--- config.mk ---
export PLATFORM = sky130hd
export DESIGN_NAME = rbhd_queue
export DESIGN_NICKNAME = d
export VERILOG_FILES = /design/src/sv/rbhd_pkg.sv /design/src/sv/rbhd_queue.sv
export SDC_FILE = /design/constraint.sdc
export NUM_CORES = 2
export LEC_CHECK = 0
export BUFFER_PORTS_ARGS = -buffer_cell sky130_fd_sc_hd__buf_2
export CAP_MARGIN = 20
export CORE_ASPECT_RATIO = 0.6
export CORE_MARGIN = 8
export CORE_UTILIZATION = 53
export DETAILED_ROUTE_END_ITERATION = 6
export GPL_TIMING_DRIVEN = 0
export PLACE_DENSITY = 0.79
export SYNTH_ARGS = -nofsm -noshare
export SYNTH_HDL_FRONTEND = slang
export SYNTH_SLANG_ARGS = --single-unit
export TNS_END_PERCENT = 30
--- constraint.sdc ---
create_clock -name clock -period 38.3 [get_ports clock]
set_input_delay 3.83 -clock clock [delete_from_list [all_inputs] [get_ports clock]]
set_output_delay 3.83 -clock clock [all_outputs]
set_load 0.01 [all_outputs]
--- src/sv/rbhd_pkg.sv ---
// Shared types and constants for the ray/box hit-distance block.
// No dependencies; imported by every other file of the block.
package rbhd_pkg;

   localparam int COORD_W = 32;          // ray coordinate width
   localparam int ENTRY_W = 16;          // one packed matrix entry
   localparam int CSR_W = 48;            // widest configuration register
   localparam int CSR_IDX_W = 3;
   localparam int PROD_W = 48;           // entry * coordinate
   localparam int SUM_W = 50;            // three products plus scaled offset
   localparam int DSQ_W = 64;            // |d|^2
   localparam int ROOT_W = 32;           // floor(sqrt(|d|^2))
   localparam int SMAG_W = 31;           // local direction magnitude after scaling
   localparam int SQ_W = 2 * SMAG_W;
   localparam int TINY_W = 25;           // a square above this can never be nearly parallel
   localparam int INV_W = 40;
   localparam logic [INV_W-1:0] TINY_SQ_INV = 40'd1000000000000;
   localparam int PN_W = TINY_W + INV_W;
   localparam int SLAB_FRAC = 20;
   localparam int DIST_W = 32;
   localparam int FRONT_STAGES = 6;
   localparam int QUEUE_DEPTH = 8;
   localparam int QUEUE_LVL_W = $clog2(QUEUE_DEPTH) + 1;

   typedef enum logic [CSR_IDX_W-1:0] {
      CSR_VISIBLE = 3'd0,
      CSR_COL_X   = 3'd1,
      CSR_COL_Y   = 3'd2,
      CSR_COL_Z   = 3'd3,
      CSR_OFFSET  = 3'd4
   } csr_index_type;

   // classification the front hands to the back
   typedef struct packed {
      logic       reject;
      logic [2:0] near;
   } class_type;

   typedef struct packed {
      logic       vld;
      class_type  cls;
      logic [2:0] neg1;
      logic [2:0] neg2;
   } back_tag_type;

endpackage

--- src/sv/rbhd_queue.sv ---
// Short queue between the front and back ends, registered read.
// Depends on rbhd_pkg for depth and the classification type.
module rbhd_queue import rbhd_pkg::*; #(
   parameter int DATA_W = 292
) (
   input  logic                   clock,
   input  logic                   reset,
   input  logic                   push,
   input  class_type              push_class,
   input  logic [DATA_W-1:0]      push_data,
   output logic                   pop_vld,
   output class_type              pop_class,
   output logic [DATA_W-1:0]      pop_data,
   output logic [QUEUE_LVL_W-1:0] level
);

   localparam int AW = $clog2(QUEUE_DEPTH);
   localparam int ENT_W = DATA_W + $bits(class_type);

   logic [ENT_W-1:0]       mem [QUEUE_DEPTH];
   logic [ENT_W-1:0]       rd_ff;
   logic                   rd_vld_ff;
   logic [AW-1:0]          wr_ptr_ff;
   logic [AW-1:0]          rd_ptr_ff;
   logic [QUEUE_LVL_W-1:0] count_ff;
   logic [QUEUE_LVL_W-1:0] count_in;
   logic                   pop;

   // the back end never stalls: drain whenever something is held
   assign pop = count_ff != '0;

   always_comb begin
      count_in = count_ff;
      if (push && !pop) begin
         count_in = count_ff + 1'b1;
      end else if (pop && !push) begin
         count_in = count_ff - 1'b1;
      end
   end

   always_ff @(posedge clock) begin
      if (push) begin
         mem[wr_ptr_ff] <= {push_class, push_data};
      end
      if (pop) begin
         rd_ff <= mem[rd_ptr_ff];
      end
   end

   always_ff @(posedge clock) begin
      if (reset) begin
         wr_ptr_ff <= '0;
         rd_ptr_ff <= '0;
         count_ff  <= '0;
         rd_vld_ff <= 1'b0;
      end else begin
         if (push) begin
            wr_ptr_ff <= wr_ptr_ff + 1'b1;
         end
         if (pop) begin
            rd_ptr_ff <= rd_ptr_ff + 1'b1;
         end
         count_ff  <= count_in;
         rd_vld_ff <= pop;
      end
   end

   assign pop_vld   = rd_vld_ff;
   assign pop_class = rd_ff[ENT_W-1 -: $bits(class_type)];
   assign pop_data  = rd_ff[DATA_W-1:0];
   assign level     = count_ff;

endmodule

==> results.txt <==
----------------------------------------------------
[Run status]
  Status ... completed

[Drt]
  DR vias ... roughly 45000
  Initial detailed-routing violation count ... ~4500
  Average wire per cell in the routed design ... between 20 and 30 um
  Via-to-Cell Ratio ... 5.965
  Post-detailed-route count of antenna-violating nets ... 0
  DRC violation count after routing ... 0
  First-pass DRT Iterations ... 5
  Total Routed Length ... 223900 um

[Synth]
  Netlist cell types ... 25
  Biggest area consumer among synthesized cells ... sky130_fd_sc_hd__edfxtp_1
  Yosys top cell area share ... about four fifths
  Most frequent cells after synthesis ... sky130_fd_sc_hd__edfxtp_1, sky130_fd_sc_hd__mux4_2, sky130_fd_sc_hd__mux2_2, sky130_fd_sc_hd__buf_6, sky130_fd_sc_hd__clkbuf_1
  Synthesized area ... around 98000 um2
  Gate Count Post-Synth ... around 3800
  Dominant register cell in the synthesized netlist ... sky130_fd_sc_hd__edfxtp_1
  Post-synthesis register bit count ... 2675
  Count of flip-flops with a built-in enable after synthesis ... 2664
  Warning count from the yosys run ... 0
  Mean instance size in the synthesized netlist ... around 26 um2
  Part of the Yosys area used for sequential elements ... 81.58%
  Share of synthesized flip-flops with an asynchronous set or reset ... 0%
  Most instantiated library cell after synthesis ... sky130_fd_sc_hd__edfxtp_1
  Dominant cells by area after synthesis ... sky130_fd_sc_hd__edfxtp_1, sky130_fd_sc_hd__mux4_2, sky130_fd_sc_hd__mux2_2
  Net Count, Synth ... a little over 4000

[Critical path]
  Destination of the worst register-to-register timing path ... mem[0][103]
  Chain of cells forming the critical path ... buf_2 -> nand2b_1 -> nor3_2 -> buf_6 -> buf_6 -> buf_6 -> buf_8 -> buf_4 -> buf_6 -> buf_6 -> buf_6 -> buf_8
  Number of cell instances on the worst register-to-register path ... 11
  Delay of the slowest cell on the worst path ... about 950 ps
  Start of the worst register-to-register path ... wr_ptr_ff[2]
  Launching element type of the critical path ... primary input
  Worst path arrival time ... approximately 7000 ps
  Cell repeated most along the worst path ... sky130_fd_sc_hd__buf_6
  Category of the worst setup path capture point ... register
  Cell with the biggest individual delay on the critical path ... sky130_fd_sc_hd__nor3_2
  CP required ... 38840 ps
  Largest fanout of any net on the critical path ... 11
  R2r setup slk ... 34610 ps
  Kind of critical path ... in2reg

[Layout]
  Utilization of the core after routing ... between 60% and 70%
  Ratio of cells with drive above 1 in the final layout ... around two fifths
  Layout net count ... roughly 5100
  Area growth from synthesis to final layout ... 16.44%

[Placed design]
  Gp weighted congestion ... between 0.7 and 0.8
  Count of buffers from port buffering ... ~600
  Total half-perimeter wirelength after legalization and detailed placement ... between 100000 and 150000 um
  Worst slack at placement ... 31070 ps

[Die]
  Initial Util ... 53.33%
  Area of the placeable core ... between 150000 and 200000 um2
  Die X-Extent ... around 570 um
  # rows ... 122
  Top-level I/O count ... 600
  Die area ... around 200000 um2
  DIE HEIGHT ... between 300 and 400 um

[Timing]
  Slew Limit Headroom ... around 22%
  Max Fclk ... roughly 150 MHz
  Final setup vio count ... 0
  Number of slew-limit violations in the final report ... 0
  Hold Violations, Final ... 0
  Worst path setup slack after routing ... between 30000 and 40000 ps
  Post-route clock period utilization ... approximately 17%
  Setup repair after global routing missed its margin ... no
  Transition at the pin with the smallest max-transition slack ... roughly 1200 ps
  Skew final ... ~38 ps
  Min cycle time layout ... ~6500 ps

[Hold path]
  Worst hold path stage count ... 2
  Path category of the worst min-delay check ... reg2reg
  Hold path startpoint ... wr_ptr_ff[2]
  Worst Hold Endpoint ... wr_ptr_ff[2]

[GRT]
  Total overflow reported by the global router ... 0
  Overall fraction of global-route tracks in use ... 21.87%
  Antenna violations before repair ... 73
  Via count of the first global-routing pass ... 46070
  Pin count of the biggest net entering global routing ... 88
  First-pass GRT wire length ... around 320000 um

[CTS]
  CTS root buf ... sky130_fd_sc_hd__clkbuf_16
  Clock tree from TritonCTS ... yes
  CTS Buf Count ... about 230
  Number of instances resized during post-cts repair ... 0
  # clock sinks ... around 2700
  Clock latency of the later-clocked register in the worst-skew pair ... 840 ps
  Clock-pin transition on the worst setup and hold timing paths ... ~70 ps
  Bufs on Longest Clock Path ... 4
  Number of buffers inserted to repair setup after CTS ... 0
  Quantity of hold-fixing buffers added after cts ... 0
  H-tree levels ... 4

[Flow run]
  Max-capacitance violation count ... 0

[Pwr]
  Static leakage ... between 30 and 40 nW
  Total power divided by cell area ... 66.94 nW/um2
  Worst IR Drop VDD ... approximately 58 uV

----------------------------------------------------
[worst max-delay path, delay by kind of cell]
kind / cells / cell delay [ps]
AND/OR/NAND/NOR: 2 / 1200
buffers and inverters: 10 / 1930
[kinds of logic (layout without fill, tap and decap cells)]
group | after synthesis | count (layout) | synth area share, %
fa+ha+maj | 5 | 5 | 0.06362
xor+xnor | 6 | 6 | 0.05345
compound gates | 7 | 7 | 0.04200
flops | 2675 | 2675 | 81.58
simple gates | 34 | 34 | 0.1489
other cells | 0 | 50 | 0
buf+inv | 170 | 1348 | 1.146
mux | 890 | 890 | 16.97
[routing by layer]
metal,vias up,global-route usage [%],routed length [um]
li1,18380,-,-
met1,23730,29.68,85940
met2,2158,36.47,112400
met3,410,4.800,19330
met4,36,5.726,6011
met5,-,0,218
[state kept, by name, summed over array words and instances, names as in the netlist]
signal and count:
wr_ptr_ff 3, rd_ff 296, level 4, pop_vld 1, rd_ptr_ff 3, mem 2368
[power breakdown]
part / internal [mW] / switching [mW] / total (mW) / leakage, nW
Clock: 1.22 / 1.02 / 2.24 / 3.46
Sequential: 3.56 / 0.0948 / 3.66 / 24.5
Combinational: 0.817 / 0.948 / 1.76 / 8.64
Total: 5.60 / 2.07 / 7.66 / 36.6
[layout by cell type, fill, tap and decap left out, drive strengths merged, types with 15 or more instances in the layout]
| cell | instances |
|---|---|
| mux2 | 297 |
| clkinv | 89 |
| clkbuf | 339 |
| inv | 15 |
| bufinv | 15 |
| mux4 | 592 |
| diode | 50 |
| buf | 881 |
| nor2 | 18 |
| edfxtp | 2664 |
[through the flow]
stage,setup TNS [ps],power (mW),hold WS (ps),instances,area (um2)
after floorplan,0,4.887,491.9,3787,98330
after global placement,-4669890,5.607,506.2,6866,104400
after detailed placement,0,5.496,541.0,7032,107200
after CTS,0,7.740,560.2,7445,114400
after global routing,0,7.934,586.4,7463,114400
final,0,7.665,561.5,7495,114500
[worst max path at each step]
| stage | startpoint | end | slack [ps] | depth (start not counted) |
|---|---|---|---|---|
| after CTS | push | mem[0][103] | 31920 | 12 |
| after global placement | push | mem[4][83] | -8040 | 3 |
| after detailed placement | push | mem[0][88] | 31070 | 12 |
| after floorplan | push | mem[0][0] | 13160 | 2 |
| final | push | mem[0][103] | 31840 | 12 |
| after global routing | push | mem[0][103] | 31860 | 12 |
[layout make-up]
cell class | count | area [um2]
Fill cell | 11970 | 69900
Sequential cell | 2675 | 80220
Antenna cell | 50 | 125.1
Inverter | 2 | 15.01
Multi-Input combinational cell | 942 | 17050
Clock inverter | 126 | 1130
Clock buffer | 287 | 6001
Tap cell | 2480 | 3103
Timing Repair Buffer | 765 | 5742
Buffer | 168 | 1120
(Power assumes the default switching activity.)
